===== config.mk =====
export PLATFORM = sky130hd
export DESIGN_NAME = pesa_cell
export DESIGN_NICKNAME = d
export VERILOG_FILES = /design/src/rtl/core/pesa_pkg.sv /design/src/rtl/core/pesa_cell.sv
export SDC_FILE = /design/constraint.sdc
export NUM_CORES = 1
export LEC_CHECK = 0
export BUFFER_PORTS_ARGS = -buffer_cell sky130_fd_sc_hd__buf_4
export CORE_MARGIN = 2
export CORE_UTILIZATION = 45
export CTS_BUF_LIST = sky130_fd_sc_hd__clkbuf_8
export CTS_CLUSTER_DIAMETER = 100
export DETAILED_ROUTE_END_ITERATION = 7
export PLACE_DENSITY = 0.89
export SLEW_MARGIN = 20
export SYNTH_ARGS = -nofsm -noshare
export SYNTH_HDL_FRONTEND = slang
export SYNTH_SLANG_ARGS = --single-unit

===== constraint.sdc =====
create_clock -name aclk -period 3.3 [get_ports aclk]
set_clock_uncertainty 0.1 [all_clocks]
set_input_delay 0.66 -clock aclk [delete_from_list [all_inputs] [get_ports aclk]]
set_output_delay 0.66 -clock aclk [all_outputs]
set_load 0.02 [all_outputs]

===== src/rtl/core/pesa_pkg.sv =====
package pesa_pkg;
    localparam int DATA_W = 32;
    localparam int DEF_STACK_DEPTH = 64;
    localparam logic [3:0] CMD_PUSH = 4'd0, CMD_ADD = 4'd1, CMD_SUB = 4'd2, CMD_MUL = 4'd3,
        CMD_DIV = 4'd4, CMD_MOD = 4'd5, CMD_AND = 4'd6, CMD_OR = 4'd7, CMD_GT = 4'd8,
        CMD_LT = 4'd9, CMD_EQ = 4'd10, CMD_NE = 4'd11, CMD_LE = 4'd12, CMD_GE = 4'd13,
        CMD_NOT = 4'd14, CMD_NEG = 4'd15;
    localparam logic [1:0] ST_OK = 2'd0, ST_UNDER = 2'd1, ST_OVER = 2'd2, ST_DIVZERO = 2'd3;

    // stack operation broadcast to every cell
    typedef struct packed {
        logic push;   // shift down, new top
        logic pop;    // shift up, new top
        logic repl;   // replace top only
        logic clr;    // empty the whole chain
    } stk_op_t;
endpackage


===== src/rtl/core/pesa_cell.sv =====
module pesa_cell import pesa_pkg::*; (
    input  logic              aclk,
    input  logic              aresetn,
    input  stk_op_t           op,
    input  logic [DATA_W-1:0] new_top,
    input  logic [DATA_W-1:0] above_data,
    input  logic              above_vld,
    input  logic [DATA_W-1:0] below_data,
    input  logic              below_vld,
    input  logic              is_top,
    output logic [DATA_W-1:0] data,
    output logic              vld
);
    logic [DATA_W-1:0] data_reg;
    logic              vld_reg;
    assign data = data_reg;
    assign vld  = vld_reg;

    always_ff @(posedge aclk) begin
        if (!aresetn || op.clr) begin
            vld_reg <= 1'b0;
        end else if (op.push) begin
            vld_reg <= above_vld;
        end else if (op.pop) begin
            vld_reg <= below_vld;
        end
        // cell 0 is the top: it takes the new value; others shift
        if (op.push) begin
            data_reg <= is_top ? new_top : above_data;
        end else if (op.pop) begin
            data_reg <= is_top ? new_top : below_data;
        end else if (op.repl && is_top) begin
            data_reg <= new_top;
        end
    end
endmodule


==> impl_metrics.py <==
metrics = {
    "outcome": {
        "status": "completed",
    },
    "global_routing": {
        "grt_pass1_wl_mm": 8.32,
        "grt_pass1_vias": 1725,
        "grt_max_degree": 38,
        "track_usage_pct": 24.4,
        "grt_overflow": 0,
        "antenna_found_initial": 0,
    },
    "yosys": {
        "synth-compound-area-share_pct": 21.5,
        "post_synth_instance_area_sq_um": 1830,
        "ys_top_cells_by_area": "edfxtp_1 52%, o221a_2 18%, or4b_1 17%",
        "synth_top_area_cell": "edfxtp_1",
        "yosysUniqueCellTypes": 16,
        "synth_area_per_cell_sq_um": 15.0,
        "synth_top_family_by_area": "compound AO/OA/AOI/OAI gates",
        "syn_inst": 122,
        "synth_top_area_share_pct": 52.4,
        "synth_warnings": 0,
        "synth-simple-area-share_pct": 18.5,
        "ys_seq_area_share_pct": 53.5,
        "synthMuxAreaShare_pct": 0.546,
        "yosys.area_share.adder_pct": 0,
        "synth_xor_area_share_pct": 0,
        "syn-num-nets": 227,
        "ys_ff_latch": 33,
    },
    "power": {
        "vdd_ir_drop_max_v": 0.000236,
        "power_density_nw_per_um2": 401,
        "leakagePower_nw": 1.24,
    },
    "clocking": {
        "clk_latency_ns": 0.28,
        "clock-sinks": 33,
        "cts_buffer_depth": 2,
        "clockRootBuffer": "clkbuf_8",
        "numCtsBuffers": 5,
        "ctsHoldBuffers": 0,
        "path_clk_slew_ns": 0.07,
        "cts_tree": "yes",
        "cts_resized": 0,
        "htreeDepth": 2,
        "cts_setup_buffers": 0,
    },
    "placement": {
        "post-place-ws_ns": 0.744,
        "numPortBuffers": 137,
        "place.gp.congestion": 0.730,
        "place_area_sq_um": 2830,
    },
    "routing": {
        "wire_per_inst_microns": 18.8,
        "dr_total_vias": 1714,
        "firstDrtPassIters": 4,
        "drtIter0Drc": 138,
        "drt-total-wl_mm": 5.68,
        "ant_nets": 0,
        "via_per_inst": 5.68,
        "post-route-drc-count": 0,
    },
    "min_path": {
        "min_path_type": "in2reg",
    },
    "floorplanning": {
        "die-area_sq_um": 4600,
        "initial_utilization_pct": 46.2,
        "ios": 138,
        "fp.dieH_microns": 67.8,
        "die_x_microns": 67.8,
        "core_sq_um": 3970,
        "rows": 23,
    },
    "critical_path": {
        "critical_path_class": "in2reg",
        "rrSetupSlack_ns": 2.32,
        "required_ns": 3.35,
        "cp.arrival_ns": 1.96,
        "path_max_fanout": 37,
        "critPathLaunchType": "input pin",
        "critPathCaptureType": "flip-flop",
    },
    "final_layout": {
        "fin_util_pct": 73.4,
        "syn_to_final_growth_pct": 58.9,
        "fill_cells": 292,
        "final_design_area_no_fill_sq_um": 2910,
        "drive_above_1_share_pct": 70.2,
        "largest_reg_flops": 32,
        "finalNetCount": 356,
        "final_cell_mix": "138 x buf_4, 32 x or4b_1, 32 x edfxtp_1",
        "final_common_cell": "buf_4",
        "diodes": 0,
    },
    "sta": {
        "setup_slack_ns": 1.39,
        "drv_slew": 0,
        "slew_headroom_pct": 53.6,
        "period_share_pct": 57.8,
        "fin_tns_setup_ns": 0,
        "rsz0062_at_grt": "false",
        "finalHoldViolCount": 0,
        "setup_viol": 0,
        "fin_crit_ns": 1.91,
        "worst_pin_slew_ns": 0.696,
        "max_freq_mhz": 525,
    },
    "job": {
        "drv_cap": 0,
    },
}
-- layer usage --
| metal | vias up | part of all wire (%) | GRT usage [%] |
|---|---|---|---|
| met5 | - | 0 | 0 |
| li1 | 812 | - | - |
| met2 | 83 | 55 | 44.2 |
| met1 | 809 | 35 | 28.3 |
| met3 | 10 | 8.1 | 5.76 |
| met4 | 0 | 1.9 | 8.25 |
-- final cells by class --
class	instances	area, sq um	share of cell area [%]
clock inverters	3	12.5	0.429
flip-flops and latches	33	981	33.7
inverters	2	7.51	0.258
multi-input cells	71	746	25.6
well taps	50	62.6	2.15
repair buffers	138	1040	35.6
clock buffers	5	68.8	2.36
-- power by group --
| part | internal (mW) | total, mW | switching (mW) | leakage (nW) |
|---|---|---|---|---|
| Sequential | 0.521 | 0.538 | 0.0163 | 0.332 |
| Clock | 0.142 | 0.289 | 0.147 | 0.0430 |
| Combinational | 0.186 | 0.341 | 0.155 | 0.865 |
-- final timing paths --
check	endpoint	cells after the start	from
max	data[15]	3	op[3]
min	vld	2	op[0]
max reg2reg	vld	2	vld
min reg2reg	vld	2	vld
-- cell families (layout without fill, tap and decap cells) --
| family | count (synthesis) | count (layout) |
|---|---|---|
| muxes | 1 | 1 |
| DFF | 33 | 33 |
| AOI/OAI and AO/OA | 35 | 35 |
| and+or+nand+nor | 35 | 35 |
| buffers and inverters | 18 | 148 |
-- per-stage QoR --
stage / cells / total power [mW] / hold WS (ns)
2_1_floorplan: 122 / 0.702 / 0.551
3_3_place_gp: 294 / 0.881 / 0.473
3_5_place_dp: 294 / 0.890 / 0.507
4_1_cts: 302 / 1.17 / 0.443
5_1_grt: 302 / 1.21 / 0.441
6_report: 302 / 1.17 / 0.448
-- synth_stat cells (all sizes together) --
cell type and n:
or4b 32, nor2b 1, a211o 1, mux2i 1, clkbuf 2, edfxtp 32
buf 14, dfxtp 1, o21ba 1, nand2b 1, or2 1, inv 2
a2111oi 1, o221a 32
-- critical path: stages --
cell,delay (ns)
buf_4,0.27
o21ba_2,0.65
o221a_2,0.33
Power figures use the tool's default switching activity.
