[src/rtl/core/pesa_pkg.sv]
package pesa_pkg;
    localparam int DATA_W = 32;
    localparam int DEF_STACK_DEPTH = 64;
    localparam logic [3:0] CMD_PUSH = 4'd0, CMD_ADD = 4'd1, CMD_SUB = 4'd2, CMD_MUL = 4'd3,
        CMD_DIV = 4'd4, CMD_MOD = 4'd5, CMD_AND = 4'd6, CMD_OR = 4'd7, CMD_GT = 4'd8,
        CMD_LT = 4'd9, CMD_EQ = 4'd10, CMD_NE = 4'd11, CMD_LE = 4'd12, CMD_GE = 4'd13,
        CMD_NOT = 4'd14, CMD_NEG = 4'd15;
    localparam logic [1:0] ST_OK = 2'd0, ST_UNDER = 2'd1, ST_OVER = 2'd2, ST_DIVZERO = 2'd3;

    // stack operation broadcast to every cell
    typedef struct packed {
        logic push;   // shift down, new top
        logic pop;    // shift up, new top
        logic repl;   // replace top only
        logic clr;    // empty the whole chain
    } stk_op_t;
endpackage

[src/rtl/core/pesa_divider.sv]
module pesa_divider import pesa_pkg::*; (
    input  logic              aclk,
    input  logic              aresetn,
    input  logic              start,
    input  logic [DATA_W-1:0] dividend,
    input  logic [DATA_W-1:0] divisor,
    output logic              busy,
    output logic [DATA_W-1:0] quot,
    output logic [DATA_W-1:0] rem
);
    localparam int CW = $clog2(DATA_W + 1);
    logic [DATA_W-1:0] q_reg, r_reg, d_reg;
    logic [CW-1:0]     cnt_reg;
    logic [DATA_W:0]   trial;
    assign busy = cnt_reg != '0;
    assign quot = q_reg;
    assign rem  = r_reg;
    assign trial = {r_reg, q_reg[DATA_W-1]} - {1'b0, d_reg};

    always_ff @(posedge aclk) begin
        if (!aresetn) begin
            cnt_reg <= '0;
        end else if (start) begin
            cnt_reg <= CW'(DATA_W);
            q_reg   <= dividend;
            r_reg   <= '0;
            d_reg   <= divisor;
        end else if (busy) begin
            cnt_reg <= cnt_reg - 1'b1;
            if (!trial[DATA_W]) begin
                r_reg <= trial[DATA_W-1:0];
                q_reg <= {q_reg[DATA_W-2:0], 1'b1};
            end else begin
                r_reg <= {r_reg[DATA_W-2:0], q_reg[DATA_W-1]};
                q_reg <= {q_reg[DATA_W-2:0], 1'b0};
            end
        end
    end
endmodule

[config.mk]
export PLATFORM = sky130hd
export DESIGN_NAME = pesa_divider
export DESIGN_NICKNAME = d
export VERILOG_FILES = /design/src/rtl/core/pesa_pkg.sv /design/src/rtl/core/pesa_divider.sv
export SDC_FILE = /design/constraint.sdc
export NUM_CORES = 1
export LEC_CHECK = 0
export ABC_CLOCK_PERIOD_IN_PS = 16200
export BUFFER_PORTS_ARGS = -buffer_cell sky130_fd_sc_hd__clkbuf_2
export CORE_MARGIN = 2
export CORE_UTILIZATION = 45
export CTS_CLUSTER_DIAMETER = 80
export DETAILED_ROUTE_END_ITERATION = 10
export PLACE_DENSITY_LB_ADDON = 0.3
export REMOVE_ABC_BUFFERS = 1
export SYNTH_ARGS = -nofsm -noshare
export SYNTH_HDL_FRONTEND = slang
export SYNTH_SLANG_ARGS = --single-unit
[constraint.sdc]
create_clock -name aclk -period 16.2 [get_ports aclk]
set_input_delay 3.24 -clock aclk [delete_from_list [all_inputs] [get_ports aclk]]
set_output_delay 3.24 -clock aclk [all_outputs]
set_load 0.02 [all_outputs]
==> flow_summary.json, run 1 <==
{
  "outcome": "finished clean",
  "die-area_um2": 14000,
  "final_max_slew_viol_count": 0,
  "clk_path_buf_depth": 2,
  "die_w_um": 118,
  "fmax_mhz": 185,
  "ys_seq_elements": 102,
  "hold_viol_final": 0,
  "cts_root_buf": "clkbuf_16",
  "drtIter0Drc": 165,
  "post_cts_resized": 0,
  "sequentialPowerShare_pct": 36.1,
  "place_inst": 801,
  "ys_seq_area_share_pct": 51.1,
  "cp_slowest_stage_delay_ns": 0.66,
  "max_slew_margin_pct": 42.1,
  "critPathKind": "reg2out",
  "cpMostUsedCell": "inv_1",
  "antenna_cells": 0,
  "multiInputGateArea_um2": 2630,
  "area_growth_pct": 18.7,
  "setup_viol": 0,
  "period_share_pct": 33.5,
  "viasPerCell": 5.24,
  "gp_congestion": 0.856,
  "rows": 41,
  "p_per_area_nw_per_um2": 149,
  "drc_errors": 0,
  "synthArstFlopShare_pct": 0,
  "synthFlopType": "edfxtp_1",
  "irDropWorstVdd_mv": 0.0786,
  "coreArea_um2": 12700,
  "cp.arrival_ns": 2.18,
  "final_cell_mix": "131 x clkbuf_2, 96 x edfxtp_1, 52 x nor2_1",
  "cp-startpoint": "cnt_reg[0]$_SDFFE_PP0P_",
  "cts-buffers-inserted": 9,
  "rsz0062_at_grt": "false",
  "grt_antenna_before_repair": 0,
  "power_switching_mw": 0.390,
  "end_kind": "primary output",
  "hp-start": "cnt_reg[5]$_SDFFE_PN0N_",
  "final_common_cell": "clkbuf_2",
  "grt_pass1_wl_um": 21500,
  "tightest_slew_ns": 0.868,
  "nFillCells": 1128,
  "worst_clock_skew_ns": 0.00895,
  "die_y_um": 118,
  "avgSynthCellArea_um2": 11.5,
  "dp_hpwl_um": 9490,
  "pwr-share-clk_pct": 21.3,
  "tns_ns": 0,
  "p_comb_share_pct": 42.6,
  "cp_max_fo": 5,
  "post_cts_buffers": 0,
  "finalWorstSetupSlack_ns": 10.78,
  "synthCells": 510,
  "start_util_pct": 46.4,
  "switching_share_pct": 37.4,
  "syn-cell-area_um2": 5880,
  "dr.pass1.iters": 6,
  "routed_wl_um": 13000,
  "vias": 4283,
  "yosys_warnings": 0,
  "cts_tree": "yes",
  "instances_no_fill": 817,
  "wire_per_inst_um": 15.9,
  "drive_above_1_share_pct": 30.2,
  "synth.distinct_cells": 56,
  "cp_top_family": "simple AND/OR/NAND/NOR gates",
  "final_nets": 741,
  "cts_hold_buf": 0,
  "grt_max_degree": 65,
  "grt_pass1_vias": 4342,
  "path_buf_inv": 3,
  "p_int_mw": 0.652,
  "clk_pin_slew_ns": 0.07,
  "critPathLaunchType": "flip-flop",
  "leakage_nw": 3.06,
  "port_buffers": 131,
  "required_ns": 12.96,
  "synth_enable_flop_cells": 96,
  "drtAntennaViolNets": 0,
  "path_cells": "inv_1 > ha_1 > nand2_1 > nor3_1 > inv_1 > clkbuf_2",
  "h-tree-depth": 3,
  "rr_startpoint": "quot[31]$_DFFE_PP_",
  "overflow": 0,
  "hold_path_class": "reg2reg",
  "grt_usage_pct": 19.2,
  "io_pins": 132,
  "insertion_delay_ns": 0.36,
  "drv_cap": 0,
  "dp_slack_ns": 11.20,
  "critPathSlowestCell": "nor3_1",
  "clock-sinks": 102,
  "regArea_um2": 3000,
  "finalCriticalPeriod_ns": 5.42
}
kinds of logic (layout without fill, tap and decap cells):
| kind of cell | Yosys count | count (layout) | share of synthesized area (%) |
|---|---|---|---|
| and+or+nand+nor | 122 | 122 | 9.19 |
| xor gates and xnor gates | 32 | 32 | 5.08 |
| DFF | 102 | 102 | 51.1 |
| adders and majority gates | 34 | 34 | 7.36 |
| AOI/OAI and AO/OA | 104 | 104 | 12.0 |
| muxes | 60 | 60 | 10.9 |
| buffers and inverters | 56 | 191 | 4.38 |
worst reg2reg max path, delay by kind of cell (launching register included):
| family | cells | cell delay [ns] |
|---|---|---|
| compound gates | 5 | 1.14 |
| xor+xnor | 1 | 0.15 |
| fa+ha+maj | 2 | 0.62 |
| buf+inv | 2 | 0.57 |
| flops | 1 | 0.36 |
| mux | 1 | 0.44 |
| simple gates | 3 | 0.36 |
stage by stage:
stage               hold WS, ns  total power [mW]  util, %  cell area (µm²)
detailed placement        0.497             0.825     52.8             6690
floorplan                 0.458             0.714        -             5770
global placement          0.475             0.816     52.8             6690
global route              0.519              1.11     55.1             6980
CTS                       0.508              1.05     55.1             6980
finish                    0.511              1.04     55.1             6980
power groups by stage:
stage / Sequential [mW] / Combinational (mW) / Clock [mW]
detailed placement: 0.383 / 0.442 / 0
global placement: 0.381 / 0.435 / 0
global route: 0.382 / 0.489 / 0.235
finish: 0.377 / 0.444 / 0.222
floorplan: 0.416 / 0.297 / 0
CTS: 0.378 / 0.445 / 0.225
final timing paths:
check                       endpoint  slack [ns]  cells past startpoint
max                             busy       10.78                      6
min          cnt_reg[4]$_SDFFE_PP0P_        0.51                      2
max reg2reg     rem[1]$_SDFFCE_PP0P_       12.41                     14
min reg2reg  cnt_reg[4]$_SDFFE_PP0P_        0.51                      2
area by class of cell:
type	count	area share (%)
sequential	102	43.0
multi-input combinational	352	37.7
timing repair buffer	135	9.82
clock buffer	10	3.28
tap	172	3.08
inverter	40	2.15
clock inverter	6	0.950
Yosys cell counts, drive strengths merged (4+ instances only):
library cell  number  share of area, %
o211ai             5              0.87
mux2i             27               4.6
xnor2             24               3.9
clkbuf            10              0.66
ha                33               7.0
nor2b              5              0.53
nor2              53               3.4
xor2               8               1.2
a21oi             34               3.0
dfxtp              6               2.0
nand2             31               2.0
nand2b             4              0.43
o21bai             4              0.51
nand3              5              0.43
mux2              33               6.3
a31oi              6              0.89
o21ai             16               1.4
inv               40               2.6
a21o              14               1.8
edfxtp            96                49
nor4               5              0.53
nor3               8              0.68
buf                6               1.2
o21a               5              0.64
metal layers:
layer	global-route usage [%]	up-vias	routed length, µm
li1	-	2112	-
met1	24.6	2013	5730
met2	31.3	146	6130
met3	4.87	12	969
met4	7.00	0	170
met5	0	-	0
No activity file was read; power rests on OpenSTA's default activity.
==> inputs of run 2 (changes only) <==
- ABC_CLOCK_PERIOD_IN_PS: 16200 -> 5490
- clock period: 16.2 -> 5.49 ns (I/O delays scaled with it)
==> flow_summary.json, run 2 (synthesized netlist as in run 1, its figures left out) <==
{
  "die_w_um": 118,
  "drc_errors": 0,
  "placed_area_um2": 6690,
  "worstHoldPathCells": 2,
  "reg2reg_slack_ns": 1.46,
  "hp-start": "cnt_reg[4]$_SDFFE_PP0P_",
  "design_area_um2": 6990,
  "cts_root_buf": "clkbuf_16",
  "wire_per_inst_um": 15.4,
  "path_cells": "inv_1 > ha_1 > fa_1 > nand2b_1 > a21oi_1 > nor4_1 > o211ai_1 > a21oi_2 > o211ai_4 > a31oi_4 > xnor2_4 > buf_4 > mux2_2 > nor2_1",
  "grt_pass1_vias": 4348,
  "critPathSlowestCell": "xnor2_4",
  "final_nets": 741,
  "rsz0062_at_grt": "false",
  "switching_share_pct": 37.0,
  "routed_wl_um": 12600,
  "drtAntennaViolNets": 0,
  "cts-buffers-inserted": 9,
  "clk_pin_slew_ns": 0.07,
  "fmax_mhz": 248,
  "die-area_um2": 14000,
  "cts_hold_buf": 0,
  "final_max_slew_viol_count": 0,
  "setup_viol": 0,
  "final_common_cell": "clkbuf_2",
  "insertion_delay_ns": 0.35,
  "finalCriticalPeriod_ns": 4.03,
  "antenna_cells": 0,
  "power_switching_mw": 1.13,
  "grt_antenna_before_repair": 0,
  "sequentialPowerShare_pct": 36.3,
  "tns_ns": 0,
  "grt_usage_pct": 18.8,
  "hold_viol_final": 0,
  "hold_end": "cnt_reg[4]$_SDFFE_PP0P_",
  "gp_congestion": 0.902,
  "start_util_pct": 46.4,
  "p_per_area_nw_per_um2": 437,
  "cp_slowest_stage_delay_ns": 0.52,
  "cp_max_fo": 21,
  "end_kind": "flip-flop",
  "dp_hpwl_um": 9230,
  "hold_path_class": "reg2reg",
  "irDropWorstVdd_mv": 0.156,
  "tightest_slew_ns": 0.863,
  "required_ns": 5.70,
  "max_slew_margin_pct": 42.4,
  "post_cts_resized": 0,
  "p_int_mw": 1.92,
  "dr.pass1.iters": 5,
  "reg2regPathDepth": 14,
  "h-tree-depth": 3,
  "overflow": 0,
  "outcome": "finished clean",
  "critPathLaunchType": "flip-flop",
  "drive_above_1_share_pct": 30.1,
  "coreArea_um2": 12700,
  "vias": 4322,
  "p_comb_share_pct": 42.6,
  "area_growth_pct": 18.8,
  "cts_tree": "yes",
  "rr_startpoint": "quot[31]$_DFFE_PP_",
  "port_buffers": 131,
  "finalPower_mw": 3.05,
  "die_y_um": 118,
  "viasPerCell": 5.29,
  "post_cts_buffers": 0,
  "critPathKind": "reg2reg",
  "worst_clock_skew_ns": 0.0108,
  "rows": 41,
  "period_share_pct": 73.4,
  "io_pins": 132,
  "final_cell_mix": "131 x clkbuf_2, 96 x edfxtp_1, 52 x nor2_1",
  "clk_path_buf_depth": 2,
  "leakage_nw": 3.06,
  "pwr-share-clk_pct": 21.1,
  "drtIter0Drc": 218,
  "drv_cap": 0,
  "timing.hold.ws_ns": 0.491,
  "clock-sinks": 102,
  "cp.arrival_ns": 4.24,
  "grt_pass1_wl_um": 21100,
  "r2r-end": "rem[1]$_SDFFCE_PP0P_",
  "grt_max_degree": 65
}
[run 2: through the flow]
step	utilization, %	std cells	setup WS [ns]
6_report	55.1	817	1.46
5_1_grt	55.1	817	1.19
4_1_cts	55.1	817	1.47
3_5_place_dp	52.8	801	1.47
3_3_place_gp	52.8	801	1.65
2_1_floorplan	-	494	-0.887
[run 2: critical path, delay by kind of cell (launching register included)]
| family | cells | cell delay, ns |
|---|---|---|
| AOI/OAI and AO/OA | 5 | 1.10 |
| buffers and inverters | 2 | 0.51 |
| DFF | 1 | 0.35 |
| and+or+nand+nor | 3 | 0.39 |
| xor gates and xnor gates | 1 | 0.52 |
| muxes | 1 | 0.39 |
| adders and majority gates | 2 | 0.62 |
[run 2: power groups by stage]
stage               Sequential (mW)  Clock (mW)  Combinational, mW
global route                   1.13       0.691               1.44
finish                         1.11       0.643               1.30
floorplan                      1.23           0              0.877
CTS                            1.11       0.665               1.30
global placement               1.12           0               1.27
detailed placement             1.12           0               1.30
[run 2: worst max-delay path by stage]
stage / startpoint / to / slack (ns) / cells after the start
after detailed placement: quot[31]$_DFFE_PP_ / rem[1]$_SDFFCE_PP0P_ / 1.47 / 14
after global routing: quot[31]$_DFFE_PP_ / rem[0]$_SDFFCE_PP0P_ / 1.19 / 14
after CTS: quot[31]$_DFFE_PP_ / rem[1]$_SDFFCE_PP0P_ / 1.47 / 14
final: quot[31]$_DFFE_PP_ / rem[1]$_SDFFCE_PP0P_ / 1.46 / 14
after global placement: quot[31]$_DFFE_PP_ / rem[0]$_SDFFCE_PP0P_ / 1.65 / 14
after floorplan: start / quot[0]$_DFFE_PP_ / -0.89 / 2
[run 2: routing by layer]
metal	global-route usage, %	up-vias	share of wire (%)
li1	-	2119	-
met1	24.4	2028	44
met2	29.7	164	46
met3	5.41	11	7.9
met4	7.00	0	1.6
met5	0	-	0
[run 2: final cells by class]
type                            count  area, µm²
Timing Repair Buffer              135        686
Sequential cell                   102       3000
Inverter                           40        150
Multi-Input combinational cell    352       2630
Clock inverter                      6       70.1
Clock buffer                       10        229
Fill cell                        1129       5690
Tap cell                          172        215
==> inputs of run 3 (changes only) <==
- ABC_AREA: not set -> 1
- ABC_CLOCK_PERIOD_IN_PS: 5490 -> 3400
- clock period: 5.49 -> 3.4 ns (I/O delays scaled with it)
==> flow_summary.json, run 3 <==
{
  "critPathLaunchType": "flip-flop",
  "h-tree-depth": 3,
  "grt_max_degree": 35,
  "synth.distinct_cells": 33,
  "synth_top_area_cell": "edfxtp_1",
  "synth_enable_flop_cells": 96,
  "insertion_delay_ns": 0.36,
  "wire_per_inst_um": 13.2,
  "hold_path_class": "reg2reg",
  "placed_area_um2": 7730,
  "io_pins": 132,
  "clk_path_buf_depth": 2,
  "cp_max_fo": 33,
  "required_ns": 3.52,
  "dr_wl_met2_um": 7400,
  "reg2regPathDepth": 17,
  "max_slew_margin_pct": 68.7,
  "grt_usage_pct": 21.8,
  "irDropWorstVdd_mv": 0.355,
  "avgSynthCellArea_um2": 7.18,
  "fmax_mhz": 374,
  "clock-sinks": 102,
  "synth_area_leaders": "edfxtp_1 42%, nand2_1 22%, inv_1 9.2%",
  "worst_clock_skew_ns": 0.0150,
  "drtIter0Drc": 349,
  "rr_startpoint": "quot[31]$_DFFE_PP_",
  "ys_seq_elements": 102,
  "final_cell_mix": "408 x nand2_1, 167 x inv_1, 131 x clkbuf_2",
  "gp_congestion": 0.951,
  "period_share_pct": 78.7,
  "final_common_cell": "nand2_1",
  "syn-cell-area_um2": 6870,
  "dp_hpwl_um": 13200,
  "die-area_um2": 16300,
  "pwr-share-clk_pct": 21.7,
  "tns_ns": 0,
  "grt_antenna_before_repair": 0,
  "leakage_nw": 4.43,
  "critPathKind": "reg2reg",
  "dr.pass1.iters": 5,
  "routed_wl_um": 16900,
  "port_buffers": 131,
  "vias": 6028,
  "r2r-end": "rem[23]$_SDFFCE_PP0P_",
  "drive_above_1_share_pct": 16.1,
  "cts_tree": "yes",
  "worstHoldPathCells": 1,
  "antenna_cells": 0,
  "synthCells": 957,
  "final_max_slew_viol_count": 0,
  "coreArea_um2": 15100,
  "sequentialPowerShare_pct": 34.4,
  "finalPower_mw": 5.15,
  "ys_seq_area_share_pct": 43.7,
  "cp.arrival_ns": 2.79,
  "reg2reg_slack_ns": 0.73,
  "design_area_um2": 8040,
  "timing.hold.ws_ns": 0.445,
  "die_y_um": 128,
  "finalCriticalPeriod_ns": 2.67,
  "end_kind": "flip-flop",
  "drtAntennaViolNets": 0,
  "power_switching_mw": 2.18,
  "synthDominantCellAreaShare_pct": 41.9,
  "overflow": 0,
  "die_w_um": 128,
  "p_comb_share_pct": 43.9,
  "tightest_slew_ns": 0.469,
  "cts_hold_buf": 0,
  "start_util_pct": 45.6,
  "final_core_util_pct": 53.3,
  "rsz0062_at_grt": "false",
  "synth.most_common_cell": "nand2_1",
  "route.met3.wl_um": 1220,
  "post_cts_resized": 0,
  "synthArstFlopShare_pct": 0,
  "setup_viol": 0,
  "rows": 45,
  "p_per_area_nw_per_um2": 641,
  "outcome": "finished clean",
  "grt_pass1_wl_um": 28000,
  "wl_met1_um": 7950,
  "switching_share_pct": 42.3,
  "netlist_top_cells_count": "408 x nand2_1, 168 x inv_1, 108 x nor2_1",
  "synthFlopType": "edfxtp_1",
  "hold_end": "cnt_reg[0]$_SDFFE_PP0P_",
  "viasPerCell": 4.70,
  "drc_errors": 0,
  "post_cts_buffers": 0,
  "clk_pin_slew_ns": 0.08,
  "area_growth_pct": 16.9,
  "p_int_mw": 2.97,
  "drv_cap": 0,
  "cts-buffers-inserted": 9,
  "grt_pass1_vias": 5761,
  "final_nets": 1190,
  "nFillCells": 1507,
  "topRoutingLayerUsed": "met4",
  "yosys_warnings": 0,
  "hold_viol_final": 0,
  "hp-start": "cnt_reg[0]$_SDFFE_PP0P_",
  "cts_root_buf": "clkbuf_16"
}
run 3: how the worst max path moves through the flow:
| stage | start | to | cells past startpoint |
|---|---|---|---|
| 2_1_floorplan | start | quot[0]$_DFFE_PP_ | 2 |
| 3_3_place_gp | quot[31]$_DFFE_PP_ | rem[17]$_SDFFCE_PP0P_ | 17 |
| 3_5_place_dp | quot[31]$_DFFE_PP_ | rem[23]$_SDFFCE_PP0P_ | 17 |
| 4_1_cts | quot[31]$_DFFE_PP_ | rem[23]$_SDFFCE_PP0P_ | 17 |
| 5_1_grt | quot[31]$_DFFE_PP_ | rem[26]$_SDFFCE_PP0P_ | 17 |
| 6_report | quot[31]$_DFFE_PP_ | rem[23]$_SDFFCE_PP0P_ | 17 |
run 3: metrics by stage:
step	setup slack, ns	cells
detailed placement	0.736	1266
finish	0.725	1282
global route	0.426	1282
floorplan	-1.80	941
global placement	0.864	1266
CTS	0.699	1282
run 3: metal layers:
metal  track usage, %  vias up
li1                 -     3200
met1             29.7     2630
met2             34.6      177
met3             5.28       21
met4             6.85        0
met5                0        -
run 3: cells by family (layout without fill, tap and decap cells):
| group | count (synthesis) | in the layout | share of synthesized area [%] |
|---|---|---|---|
| xor gates and xnor gates | 16 | 16 | 2.04 |
| AOI/OAI and AO/OA | 37 | 37 | 2.93 |
| DFF | 102 | 102 | 43.7 |
| adders and majority gates | 34 | 34 | 6.30 |
| buffers and inverters | 185 | 322 | 10.7 |
| and+or+nand+nor | 583 | 583 | 34.4 |
run 3: worst max-delay path: stages, from the launching register on:
cell	delay [ns]
edfxtp_1	0.37
inv_1	0.06
ha_1	0.22
fa_1	0.41
inv_1	0.12
nand2_1	0.06
nand2_1	0.10
nand3_2	0.08
nand2_2	0.11
nand2_2	0.05
nand2_2	0.07
nand2_2	0.08
nand2_2	0.10
nand2_2	0.07
nand2_4	0.28
nand2_1	0.11
nand2_1	0.09
nor2_1	0.04
run 3: final cells by class:
| type | instances | area [µm²] | area share [%] |
|---|---|---|---|
| Tap cell | 188 | 235 | 2.93 |
| Timing Repair Buffer | 137 | 701 | 8.72 |
| Clock buffer | 9 | 225 | 2.80 |
| Clock inverter | 7 | 83.8 | 1.04 |
| Multi-Input combinational cell | 670 | 3150 | 39.2 |
| Inverter | 169 | 634 | 7.89 |
| Sequential cell | 102 | 3000 | 37.4 |
run 3: power groups by stage:
| stage | Clock, mW | Combinational, mW | Sequential (mW) |
|---|---|---|---|
| after floorplan | 0 | 1.47 | 1.96 |
| after global placement | 0 | 2.24 | 1.79 |
| after detailed placement | 0 | 2.26 | 1.80 |
| after CTS | 1.14 | 2.27 | 1.77 |
| after global routing | 1.18 | 2.58 | 1.80 |
| final | 1.12 | 2.26 | 1.77 |
